$ cat config.mk
export PLATFORM = sky130hd
export DESIGN_NAME = timed_wakeup_event_queue
export DESIGN_NICKNAME = d
export VERILOG_FILES = /design/src/rtl/twq_pkg.sv /design/src/rtl/timed_wakeup_event_queue.sv /design/src/rtl/twq_ctrl.sv /design/src/rtl/twq_datapath.sv
export SDC_FILE = /design/constraint.sdc
export NUM_CORES = 2
export LEC_CHECK = 0
export ABC_AREA = 1
export BUFFER_PORTS_ARGS = -buffer_cell sky130_fd_sc_hd__buf_2
export CAP_MARGIN = 20
export CORE_ASPECT_RATIO = 0.8
export CORE_UTILIZATION = 35
export DETAILED_ROUTE_END_ITERATION = 12
export PLACE_DENSITY = 0.54
export SYNTH_ARGS = -nofsm -noshare
export SYNTH_HDL_FRONTEND = slang
export SYNTH_SLANG_ARGS = --single-unit
$ cat constraint.sdc
create_clock -name clk -period 13.14 [get_ports clk]
set_clock_uncertainty 0.1 [all_clocks]
set_input_delay 0 -clock clk [delete_from_list [all_inputs] [get_ports clk]]
set_output_delay 0 -clock clk [all_outputs]
set_load 0.05 [all_outputs]
$ cat src/rtl/twq_pkg.sv
// ----------------------------------------------------------------------------
// twq_pkg
// shared types, codes and sizes for the timed wake-up event queue
// ----------------------------------------------------------------------------
package twq_pkg;

  localparam int QUEUE_DEPTH   = 16;
  localparam int TIME_BITS     = 32;
  localparam int MAX_WAKE      = 3;

  localparam int IDX_W   = $clog2(QUEUE_DEPTH);
  localparam int TREE_N  = 1 << IDX_W;
  localparam int CNT_W   = $clog2(QUEUE_DEPTH + 1);
  localparam int LVL_W   = (IDX_W > 1) ? $clog2(IDX_W) : 1;
  localparam int POP_W   = (MAX_WAKE > 1) ? $clog2(MAX_WAKE) : 1;

  // fixed field widths of the channels
  localparam int REQ_W   = 2;
  localparam int MASK_W  = 3;
  localparam int LEFT_W  = 5;
  localparam int NUM_REQ = 1 << REQ_W;

  typedef enum logic {
    CMD_SCHEDULE = 1'b0,
    CMD_DISPATCH = 1'b1
  } cmd_code_t;

  typedef enum logic [2:0] {
    STAT_ACCEPTED   = 3'd0,
    STAT_PAST       = 3'd1,
    STAT_FULL       = 3'd2,
    STAT_DISPATCHED = 3'd3,
    STAT_EMPTY      = 3'd4
  } status_t;

  typedef enum logic [2:0] {
    ST_IDLE,
    ST_DECODE,
    ST_REDUCE,
    ST_MATCH,
    ST_POP
  } ctrl_state_t;

  typedef struct packed {
    logic                  command;
    logic [TIME_BITS-1:0]  wake_time;
    logic [REQ_W-1:0]      requester;
  } in_t;

  typedef struct packed {
    status_t               status;
    logic [MASK_W-1:0]     wake_mask;
    logic [TIME_BITS-1:0]  now_time;
    logic [LEFT_W-1:0]     entries_left;
  } out_t;

  // controller to datapath
  typedef struct packed {
    logic capture;
    logic schedule;
    logic finish_empty;
    logic load;
    logic reduce;
    logic match;
    logic pop;
    logic finish_dispatch;
  } dp_cmd_t;

  // datapath to controller
  typedef struct packed {
    logic is_dispatch;
    logic empty;
    logic pop_last;
  } dp_stat_t;

  // one node of the minimum-time reduction
  typedef struct packed {
    logic                  v;
    logic [TIME_BITS-1:0]  t;
  } node_t;

endpackage

$ cat src/rtl/timed_wakeup_event_queue.sv
// ----------------------------------------------------------------------------
// timed_wakeup_event_queue
// queue of wake entries (time, requester); dispatch pops the earliest ones
// ----------------------------------------------------------------------------
//
//  channel   ports                       beat taken when
//  -------   -------------------------   -------------------------------
//  input     start, busy, in_item        start high and busy low
//  result    out_strobe, out_result      out_strobe high (one cycle)
//
// a schedule beat passes through a decode/write step, then the result
// strobe, during which the next beat may already be taken
// a dispatch beat runs decode, the reduction levels, a match step and the
// pops: the minimum-time search reduces one tree level per cycle, then the
// match step marks the same-time entries and pops up to MAX_WAKE of them
// a dispatch on an empty queue ends after decode, like a schedule
// reset is synchronous, active low; it clears valid bits, fill count and time
// results are never held off, so out_strobe pulses exactly once per beat
//
module timed_wakeup_event_queue (
  input  logic           clk,
  input  logic           rst_n,
  input  logic           start,
  output logic           busy,
  input  twq_pkg::in_t   in_item,
  output logic           out_strobe,
  output twq_pkg::out_t  out_result
);

  // command and status between sequencer and datapath
  twq_pkg::dp_cmd_t   cmd;
  twq_pkg::dp_stat_t  stat;

  // sequencer: decode, reduction levels, match, pop steps
  twq_ctrl u_ctrl (
    .clk   (clk),
    .rst_n (rst_n),
    .start (start),
    .busy  (busy),
    .stat  (stat),
    .cmd   (cmd)
  );

  // entry registers, search tree and result register
  twq_datapath u_datapath (
    .clk        (clk),
    .rst_n      (rst_n),
    .in_item    (in_item),
    .cmd        (cmd),
    .stat       (stat),
    .out_result (out_result),
    .out_strobe (out_strobe)
  );

endmodule

$ cat src/rtl/twq_ctrl.sv
// ----------------------------------------------------------------------------
// twq_ctrl
// sequencer: decode, min-time reduction levels, match, pop steps
// ----------------------------------------------------------------------------
module twq_ctrl (
  input  logic               clk,
  input  logic               rst_n,
  input  logic               start,
  output logic               busy,
  input  twq_pkg::dp_stat_t  stat,
  output twq_pkg::dp_cmd_t   cmd
);

  twq_pkg::ctrl_state_t            state_r, state_nxt;
  logic [twq_pkg::LVL_W-1:0]       lvl_r, lvl_nxt;
  logic [twq_pkg::POP_W-1:0]       pop_cnt_r, pop_cnt_nxt;

  always_ff @(posedge clk) begin
    if (!rst_n) begin
      state_r   <= twq_pkg::ST_IDLE;
      lvl_r     <= '0;
      pop_cnt_r <= '0;
    end else begin
      state_r   <= state_nxt;
      lvl_r     <= lvl_nxt;
      pop_cnt_r <= pop_cnt_nxt;
    end
  end

  assign busy = (state_r != twq_pkg::ST_IDLE);

  always_comb begin
    state_nxt   = state_r;
    lvl_nxt     = lvl_r;
    pop_cnt_nxt = pop_cnt_r;
    cmd         = '0;
    case (state_r)
      twq_pkg::ST_IDLE: begin
        if (start) begin
          cmd.capture = 1'b1;
          state_nxt   = twq_pkg::ST_DECODE;
        end
      end
      twq_pkg::ST_DECODE: begin
        if (!stat.is_dispatch) begin
          cmd.schedule = 1'b1;
          state_nxt    = twq_pkg::ST_IDLE;
        end else if (stat.empty) begin
          cmd.finish_empty = 1'b1;
          state_nxt        = twq_pkg::ST_IDLE;
        end else begin
          cmd.load  = 1'b1;
          lvl_nxt   = '0;
          state_nxt = twq_pkg::ST_REDUCE;
        end
      end
      twq_pkg::ST_REDUCE: begin
        cmd.reduce = 1'b1;
        if (lvl_r == twq_pkg::LVL_W'(twq_pkg::IDX_W - 1)) begin
          state_nxt = twq_pkg::ST_MATCH;
        end else begin
          lvl_nxt = lvl_r + 1'b1;
        end
      end
      twq_pkg::ST_MATCH: begin
        cmd.match   = 1'b1;
        pop_cnt_nxt = '0;
        state_nxt   = twq_pkg::ST_POP;
      end
      twq_pkg::ST_POP: begin
        cmd.pop = 1'b1;
        if (stat.pop_last || pop_cnt_r == twq_pkg::POP_W'(twq_pkg::MAX_WAKE - 1)) begin
          cmd.finish_dispatch = 1'b1;
          state_nxt           = twq_pkg::ST_IDLE;
        end else begin
          pop_cnt_nxt = pop_cnt_r + 1'b1;
        end
      end
      default: begin
        state_nxt = twq_pkg::ST_IDLE;
      end
    endcase
  end

endmodule

$ cat src/rtl/twq_datapath.sv
// ----------------------------------------------------------------------------
// twq_datapath
// entry registers, min-time reduction, same-time match and pop, result beat
// ----------------------------------------------------------------------------
module twq_datapath (
  input  logic               clk,
  input  logic               rst_n,
  input  twq_pkg::in_t       in_item,
  input  twq_pkg::dp_cmd_t   cmd,
  output twq_pkg::dp_stat_t  stat,
  output twq_pkg::out_t      out_result,
  output logic               out_strobe
);

  localparam int D = twq_pkg::QUEUE_DEPTH;

  twq_pkg::in_t                      in_r, in_nxt;
  logic [twq_pkg::TIME_BITS-1:0]     ent_time_r [D];
  logic [twq_pkg::TIME_BITS-1:0]     ent_time_nxt [D];
  logic [twq_pkg::REQ_W-1:0]         ent_req_r [D];
  logic [twq_pkg::REQ_W-1:0]         ent_req_nxt [D];
  logic [D-1:0]                      valid_r, valid_nxt;
  logic [D-1:0]                      hit_r, hit_nxt;
  logic [twq_pkg::CNT_W-1:0]         count_r, count_nxt;
  logic [twq_pkg::TIME_BITS-1:0]     cur_time_r, cur_time_nxt;
  logic [twq_pkg::MASK_W-1:0]        mask_r, mask_nxt;
  twq_pkg::node_t                    node_r [twq_pkg::TREE_N];
  twq_pkg::node_t                    node_nxt [twq_pkg::TREE_N];
  twq_pkg::out_t                     out_r, out_nxt;
  logic                              strobe_r, strobe_nxt;

  // schedule helpers
  logic                              any_free;
  logic [twq_pkg::IDX_W-1:0]         free_idx;
  logic                              is_past;
  logic                              is_full;

  // pop helpers
  logic [D-1:0]                      req_vec [twq_pkg::NUM_REQ];
  logic [twq_pkg::REQ_W-1:0]         sel_req;
  logic [D-1:0]                      cand;
  logic [twq_pkg::IDX_W-1:0]         pop_idx;
  logic [D-1:0]                      pop_onehot;

  function automatic logic [twq_pkg::MASK_W-1:0] req_bit(input logic [twq_pkg::REQ_W-1:0] r);
    logic [twq_pkg::MASK_W-1:0] b;
    b = '0;
    if (r != '0) begin
      b = twq_pkg::MASK_W'(1) << (r - 1'b1);
    end
    return b;
  endfunction

  function automatic twq_pkg::node_t pick_min(input twq_pkg::node_t a, input twq_pkg::node_t b);
    twq_pkg::node_t m;
    if (a.v && (!b.v || a.t <= b.t)) begin
      m = a;
    end else begin
      m = b;
    end
    return m;
  endfunction

  // lowest free slot
  always_comb begin
    any_free = 1'b0;
    free_idx = '0;
    for (int i = D - 1; i >= 0; i--) begin
      if (!valid_r[i]) begin
        any_free = 1'b1;
        free_idx = twq_pkg::IDX_W'(i);
      end
    end
  end

  assign is_past = (count_r != '0) && (in_r.wake_time < cur_time_r);
  assign is_full = (count_r >= twq_pkg::CNT_W'(D)) || !any_free;

  // lowest requester among same-time hits, then lowest slot
  always_comb begin
    for (int r = 0; r < twq_pkg::NUM_REQ; r++) begin
      for (int i = 0; i < D; i++) begin
        req_vec[r][i] = hit_r[i] && (ent_req_r[i] == twq_pkg::REQ_W'(r));
      end
    end
    sel_req = '0;
    for (int r = twq_pkg::NUM_REQ - 1; r >= 0; r--) begin
      if (req_vec[r] != '0) begin
        sel_req = twq_pkg::REQ_W'(r);
      end
    end
    cand    = req_vec[sel_req];
    pop_idx = '0;
    for (int i = D - 1; i >= 0; i--) begin
      if (cand[i]) begin
        pop_idx = twq_pkg::IDX_W'(i);
      end
    end
    pop_onehot = '0;
    pop_onehot[pop_idx] = 1'b1;
  end

  assign stat.is_dispatch = (in_r.command == twq_pkg::CMD_DISPATCH);
  assign stat.empty       = (count_r == '0);
  assign stat.pop_last    = ((hit_r & ~pop_onehot) == '0);

  always_comb begin
    in_nxt       = in_r;
    ent_time_nxt = ent_time_r;
    ent_req_nxt  = ent_req_r;
    valid_nxt    = valid_r;
    hit_nxt      = hit_r;
    count_nxt    = count_r;
    cur_time_nxt = cur_time_r;
    mask_nxt     = mask_r;
    node_nxt     = node_r;
    out_nxt      = out_r;
    strobe_nxt   = 1'b0;

    if (cmd.capture) begin
      in_nxt = in_item;
    end

    if (cmd.schedule) begin
      if (is_past) begin
        out_nxt.status = twq_pkg::STAT_PAST;
      end else if (is_full) begin
        out_nxt.status = twq_pkg::STAT_FULL;
      end else begin
        ent_time_nxt[free_idx] = in_r.wake_time;
        ent_req_nxt[free_idx]  = in_r.requester;
        valid_nxt[free_idx]    = 1'b1;
        count_nxt              = count_r + 1'b1;
        out_nxt.status         = twq_pkg::STAT_ACCEPTED;
      end
      out_nxt.wake_mask    = '0;
      out_nxt.now_time     = cur_time_r;
      out_nxt.entries_left = twq_pkg::LEFT_W'(count_nxt);
      strobe_nxt           = 1'b1;
    end

    if (cmd.finish_empty) begin
      out_nxt.status       = twq_pkg::STAT_EMPTY;
      out_nxt.wake_mask    = '0;
      out_nxt.now_time     = cur_time_r;
      out_nxt.entries_left = twq_pkg::LEFT_W'(count_r);
      strobe_nxt           = 1'b1;
    end

    if (cmd.load) begin
      for (int i = 0; i < twq_pkg::TREE_N; i++) begin
        if (i < D) begin
          node_nxt[i].v = valid_r[i];
          node_nxt[i].t = ent_time_r[i];
        end else begin
          node_nxt[i] = '0;
        end
      end
      mask_nxt = '0;
    end

    // one tree level per step, results packed into the lower half
    if (cmd.reduce) begin
      for (int i = 0; i < twq_pkg::TREE_N / 2; i++) begin
        node_nxt[i] = pick_min(node_r[2*i], node_r[2*i+1]);
      end
    end

    if (cmd.match) begin
      for (int i = 0; i < D; i++) begin
        hit_nxt[i] = valid_r[i] && (ent_time_r[i] == node_r[0].t);
      end
      cur_time_nxt = node_r[0].t;
    end

    if (cmd.pop) begin
      valid_nxt[pop_idx] = 1'b0;
      hit_nxt[pop_idx]   = 1'b0;
      count_nxt          = count_r - 1'b1;
      mask_nxt           = mask_r | req_bit(sel_req);
    end

    if (cmd.finish_dispatch) begin
      out_nxt.status       = twq_pkg::STAT_DISPATCHED;
      out_nxt.wake_mask    = mask_nxt;
      out_nxt.now_time     = cur_time_r;
      out_nxt.entries_left = twq_pkg::LEFT_W'(count_nxt);
      strobe_nxt           = 1'b1;
    end
  end

  always_ff @(posedge clk) begin
    in_r       <= in_nxt;
    ent_time_r <= ent_time_nxt;
    ent_req_r  <= ent_req_nxt;
    node_r     <= node_nxt;
    mask_r     <= mask_nxt;
    out_r      <= out_nxt;
  end

  always_ff @(posedge clk) begin
    if (!rst_n) begin
      valid_r    <= '0;
      hit_r      <= '0;
      count_r    <= '0;
      cur_time_r <= '0;
      strobe_r   <= 1'b0;
    end else begin
      valid_r    <= valid_nxt;
      hit_r      <= hit_nxt;
      count_r    <= count_nxt;
      cur_time_r <= cur_time_nxt;
      strobe_r   <= strobe_nxt;
    end
  end

  assign out_result = out_r;
  assign out_strobe = strobe_r;

  // fill count tracks the valid bits
  a_count_matches_valid: assert property (@(posedge clk) disable iff (!rst_n)
    $countones(valid_r) == int'(count_r))
    else $error("entry count out of step with valid bits");

  a_count_in_range: assert property (@(posedge clk) disable iff (!rst_n)
    count_r <= twq_pkg::CNT_W'(D))
    else $error("entry count beyond queue depth");

  a_pop_has_hit: assert property (@(posedge clk) disable iff (!rst_n)
    cmd.pop |-> (hit_r != '0))
    else $error("pop step with no same-time entry");

  a_strobe_single: assert property (@(posedge clk) disable iff (!rst_n)
    strobe_r |=> !strobe_r)
    else $error("result strobe held longer than one cycle");

endmodule

# Word level (Yosys, flattened, before mapping)
# Cells that the tools add are included.
dict set report word_totals {
  mem_bits_ro 0
  memories 0
  inputBits 38
  latch_bits 0
  register_bits 1230
  output_inout_bits 45
  elab_cells 458
  ramBits 0
}
dict set report op_classes {
  n_reduce_logical 147
  n_mux 120
  eq_ne 78
  n_addsub 5
  multipliers 0
  n_shift 1
  n_div 0
  magnitude_cmp 17
  n_bitwise 10
}
# operator count
set ops {}
lappend ops {{$mux 528} 1}
lappend ops {{$bwmux 512} 1}
lappend ops {{$eq 32x32->1} 16}
lappend ops {{$mux 264} 1}
lappend ops {{$mux 33} 8}
lappend ops {{$le 32x32->1} 8}
lappend ops {{$demux 32 s4} 1}
lappend ops {{$mux 16} 8}
lappend ops {{$mux 4} 32}
lappend ops {{$logic_and 1x1->1} 92}
lappend ops {{$mux 43} 2}
lappend ops {{$eq 2x2->1 const B} 34}
lappend ops {{$reduce_bool 16->1} 4}
lappend ops {{$and 16x16->16} 3}
lappend ops {{$mux 40} 1}
lappend ops {{$bmux 16 s2} 1}
lappend ops {{$bwmux 32} 1}
lappend ops {{$eq 2x1->1 const B} 16}
lappend ops {{$logic_not 2->1} 16}
lappend ops {{$lt 32x32->1} 1}
lappend ops {{$mux 32} 1}
lappend ops {{$mux 1} 29}
lappend ops {{$mux 2} 14}
lappend ops {{$mux 3} 9}
lappend ops {{37 further kinds} 78}

# Depth between registers and ports, before layout
dict set report depth {
  ltp_word 41
  mapped_depth 39
  ltp_nobuf 39
}

# Hierarchy
# A second synthesis with hierarchy kept.
dict set report unflattened {
  hier_cells 5148
  area_unflattened_um2 57925.6
}
# module area_each_um2 cells_each n_inst
set modules_own_cells {}
lappend modules_own_cells {twq_datapath 57485.1 5081 1}
lappend modules_own_cells {twq_ctrl 440.4 67 1}

# Worst setup path before layout
# Ideal clock, no wire load.
dict set report synth_timing {
  path_type {reg-to-reg}
  start {reg u_datapath.count_r[0] (netlist name)}
  end {reg u_datapath.node_r[0] (netlist name), enable pin}
  setup_ns 0.732
  setup_slack_ns 3.819
  synth_period_minus_slack_ns 9.321
  arrival_time_ns 8.489
  path_stages_with_launch 7
  path_cell_list {dfxtp_1 inv_1 ha_1 nand2_1 nor2_1 nor3_1 clkbuf_1}
}
# item line_no
set synth_lines {}
lappend synth_lines {{from (decl)} twq_datapath.sv:24} ;# logic [twq_pkg::CNT_W-1:0] count_r, count_nxt;
lappend synth_lines {{from (signal assigned)} twq_datapath.sv:211} ;# count_r <= count_nxt;
lappend synth_lines {{to (signal assigned)} twq_datapath.sv:196} ;# node_r <= node_nxt;
lappend synth_lines {{to (decl)} twq_datapath.sv:27} ;# twq_pkg::node_t node_r [twq_pkg::TREE_N];

# Worst setup path in the final report
dict set report layout_timing {
  start {reg u_datapath.hit_r[12]}
  end {reg u_datapath.out_r, in the netlist u_datapath.out_result[7], enable pin}
}
dict set report layout_between {
  elab_chain_len 37
}
# item line_no
set layout_rtl {}
lappend layout_rtl {{from (decl)} twq_datapath.sv:23} ;# logic [D-1:0] hit_r, hit_nxt;
lappend layout_rtl {{from (signal assigned)} twq_datapath.sv:210} ;# hit_r <= hit_nxt;
lappend layout_rtl {{$logic_and 1x1->1} twq_datapath.sv:83} ;# req_vec[r][i] = hit_r[i] && (ent_req_r[i] == twq_pkg::REQ_W'(r));
lappend layout_rtl {{$reduce_bool 16->1} twq_datapath.sv:88} ;# if (req_vec[r] != '0) begin
lappend layout_rtl {{$mux 2 (4 in series)} twq_datapath.sv:88}
lappend layout_rtl {{$not 2->3 (not written as such)} twq_datapath.sv:92} ;# cand = req_vec[sel_req];
lappend layout_rtl {{$bmux 16 s2} twq_datapath.sv:92}
lappend layout_rtl {{$mux 16 (not written as such) (2 in series)} twq_datapath.sv:92}
lappend layout_rtl {{$mux 4 (16 in series)} twq_datapath.sv:95} ;# if (cand[i]) begin
lappend layout_rtl {{$lt 4x5->1 (not written as such) or $ge 4x1->1 (tied branches)} twq_datapath.sv:100} ;# pop_onehot[pop_idx] = 1'b1;
lappend layout_rtl {{[2 not listed]} --}
lappend layout_rtl {{$demux 1 s4} --}
lappend layout_rtl {{$not 16->16} twq_datapath.sv:105} ;# assign stat.pop_last = ((hit_r & ~pop_onehot) == '0);
lappend layout_rtl {{$and 16x16->16 *} twq_datapath.sv:105}
lappend layout_rtl {{$logic_not 16->1 *} twq_datapath.sv:105}
lappend layout_rtl {{$logic_or 1x1->1 *} twq_ctrl.sv:72} ;# if (stat.pop_last || pop_cnt_r == twq_pkg::POP_W'(twq_pkg::MAX_WAKE - 1)) begin
lappend layout_rtl {{$mux 1 *} twq_ctrl.sv:72}
lappend layout_rtl {{$mux 2 *} twq_ctrl.sv:37} ;# case (state_r)
lappend layout_rtl {{$reduce_bool 3->1 (no line) *} --}
lappend layout_rtl {{to (signal assigned)} twq_datapath.sv:198} ;# out_r <= out_nxt;
lappend layout_rtl {{to (decl)} twq_datapath.sv:29} ;# twq_pkg::out_t out_r, out_nxt;
# Every way passes the cells marked *; elsewhere a longest branch is shown, timed or not. The select of a mux whose other input is x is not followed.
# A chain may end at the register's enable or synchronous reset.

==> run metrics <==
drt via density=around 5.6; Nets=approximately 5700; GRT Overall Usage=24.7%; Die H=about 360 um; Worst Setup Start Kind=flop; clock share of power=~42%; async set or reset register ratio after synthesis=0%; WP data required=13.42 ns; Detailed Routing Iterations Pass 1=6; Routed Antenna Nets=0; Post-Syn Nets=5466; drt wl/cell=27.4 um; buffers added on ports=82; CTS Buf Count=118; core footprint=0.162 mm^2; drt total wl=approximately 210000 um; IO Count=83; M1 WL=96100 um; initial core utilization=35.4%; CTS H-tree depth=3; Main synth FF type=edfxtp_1; Critical Path Sink Type=flop; Met3 Routed Length=approximately 23000 um; clk_lat worst skew=0.78 ns; met2 WL post-DR=82900 um; Final Max Slew Viols=0; # setup viols final=0; #FFs+latches synth=1230; Post-synth EDFFs=1147; share of cells above drive strength 1=8.71%; Final Hold Violating Endpoints=0; setup TNS=0 ns; Ys Warns=0; Top Layer Used=met5; Switch Pwr=2.08 mW; Die ar.=0.166 mm^2; root buffer cell=clkbuf_16; clock tree buffer depth=3; Crit Path Class=flop to flop; sequential fraction of the synthesis area=62.9%; max-cap violations=0; global-route wire length before repair=between 200000 and 300000 um; register share of total power=between 50% and 60%; outcome=completed; drt drc=0; Worst slew margin=19.5%; TritonCTS Sinks=1230; largest net degree at the start of global routing=between 100 and 150; GR Overflow Total=0; syn_area_per_cell=11.2 um^2; Switching Share=23.9%; post-DP HPWL=152000 um; cell area after synthesis=0.0574 mm^2; global placement routability congestion=0.947; vias in the first global route=39849; Comb pwr share=6.1%; Finished Layout Cells=7578; Final period util=43.6%; unrepaired setup endpoints after global routing=no; Final Critical Period=5.74 ns; via count=42669; CP Max Fanout=40; commonest cells after routing, fill and taps aside=edfxtp_1 (1147), nand2_1 (635), o21ai_0 (582); CTS tree=built; Clock transition at path regs=0.06 ns; Hold Path Class=input pin to flop; Slew @ Worst Pin=1.21 ns; peak supply drop=0.119 mV; worst endpoint data arrival time=6.02 ns; fmax=around 0.17 GHz; pwr/cell area=132 mW/mm^2; Internal=6.62 mW; commonest non-fill, non-tap cell in the layout=edfxtp_1; leakage=24.1 nW; DRT iter0 DRCs=6308; placed cell count=7273; distinct cell type count after synthesis=60; # rows=132; synth-to-layout area growth=14.7%; Tot Pwr=8.69 mW; Syn Inst Count=~5100; Die W=between 400 and 500 um; initial antenna violation count=16
worst max-delay path, cell delays in order (launching register included):
cell,delay (ns)
dfxtp_1,0.45
nand3_1,0.26
nand2_1,0.08
nor2_1,0.19
nand2_1,0.09
nor2_2,0.16
inv_2,0.08
nand2_2,0.12
nand2_4,0.10
inv_2,0.29
o21ai_0,0.13
nor2_1,0.34
nand2_1,0.15
nor2_1,0.22
nand2_1,0.14
nor2_1,0.25
nand4_1,0.15
nand2_1,0.09
nand2_1,0.08
inv_1,0.07
nand3_1,0.07
nor2_1,0.14
nand2_1,0.26
nand2_2,0.15
nand2_2,0.23
nand2_2,0.85
worst paths after layout:
| kind | startpoint | to | slack, ns | cells past startpoint |
|---|---|---|---|---|
| worst max register to register | u_datapath.hit_r[12]$_SDFF_PN0_ | u_datapath.out_result[7]$_DFFE_PP_ | 7.40 | 25 |
| worst max-delay path | u_datapath.hit_r[12]$_SDFF_PN0_ | u_datapath.out_result[7]$_DFFE_PP_ | 7.40 | 25 |
| worst min register to register | u_datapath.ent_time_r[25]$_DFFE_PP_ | u_datapath.node_r[25]$_DFFE_PP_ | 0.35 | 0 |
| worst min-delay path | start | u_ctrl.state_r[0]$_SDFFE_PN0P_ | 0.15 | 6 |
cell type report:
| class | count | area (um^2) |
|---|---|---|
| Timing Repair Buffer | 266 | 2170 |
| Sequential cell | 1230 | 36100 |
| Fill cell | 15369 | 96500 |
| Tap cell | 2144 | 2680 |
| Inverter | 613 | 2320 |
| Clock inverter | 83 | 1070 |
| Clock buffer | 140 | 3080 |
| Multi-Input combinational cell | 3097 | 18500 |
| Antenna cell | 5 | 12.5 |
sequential cells by signal, summed over array words and instances, names as in the netlist, 2 cells and up:
name / cells
u_ctrl.lvl_r: 2
u_ctrl.pop_cnt_r: 2
u_ctrl.state_r: 3
u_datapath.count_r: 5
u_datapath.cur_time_r: 32
u_datapath.ent_req_r: 32
u_datapath.ent_time_r: 512
u_datapath.hit_r: 16
u_datapath.in_r: 34
u_datapath.mask_r: 3
u_datapath.node_r: 528
u_datapath.out_result: 43
u_datapath.valid_r: 16
metrics by stage:
step	util, %	setup WS, ns	hold WS [ns]	instance area [um^2]
finish	40.6	7.40	0.146	65900
global route	40.6	7.08	0.168	65900
CTS	40.5	7.58	0.0950	65800
detailed placement	37.5	7.61	0.0781	60900
global placement	37.4	7.58	0.0765	60800
floorplan	-	3.82	-0.00113	57400
logic make-up (layout without fill, tap and decap cells):
kind of cell	count (synthesis)	in the layout	share of synthesized area [%]
other	0	5	0
AND/OR/NAND/NOR	1429	1429	10.7
flip-flops	1230	1230	62.9
buffers and inverters	810	1102	5.34
AO/OA/AOI/OAI	1186	1186	11.8
adder cells (fa/ha/maj)	291	291	6.34
XOR/XNOR	191	191	2.91
what timing repair did:
item | 4_1_cts | 5_1_grt
buffers inserted | 0 | 0
gates resized for setup | 0 | 0
hold buffers | 72 | 0
endpoints found under the hold margin | 113 | 0
power groups by stage:
stage | Sequential (mW) | Clock, mW | Combinational, mW
finish | 4.48 | 3.68 | 0.527
global route | 4.48 | 3.86 | 0.568
CTS | 4.48 | 3.72 | 0.517
detailed placement | 4.56 | 0 | 0.498
global placement | 4.57 | 0 | 0.484
floorplan | 4.58 | 0 | 0.241
Yosys cell counts, types with 14 or more instances:
cell,instances,area [um^2]
nand4_1,78,488
o21ai_0,582,2910
xnor2_1,51,447
ha_1,291,3640
o22ai_1,210,1310
clkinv_1,14,52.6
nor4_1,69,432
nand3_1,133,666
o2111ai_1,35,307
a221oi_1,46,403
nor3_1,42,210
clkbuf_1,175,657
buf_1,18,67.6
inv_1,579,2170
nor2_1,422,1580
a211oi_1,21,158
dfxtp_1,83,1660
a21oi_1,211,1060
edfxtp_1,1147,34400
nand2_1,636,2390
a2111oi_0,15,131
inv_2,20,75.1
xor2_1,140,1230
per-layer routing:
metal,up-vias,track usage (%)
met2,2227,33.9
met1,21297,38.4
li1,18846,-
met5,-,0
met3,293,5.45
met4,6,6.71
Power figures use the tool's default switching activity.
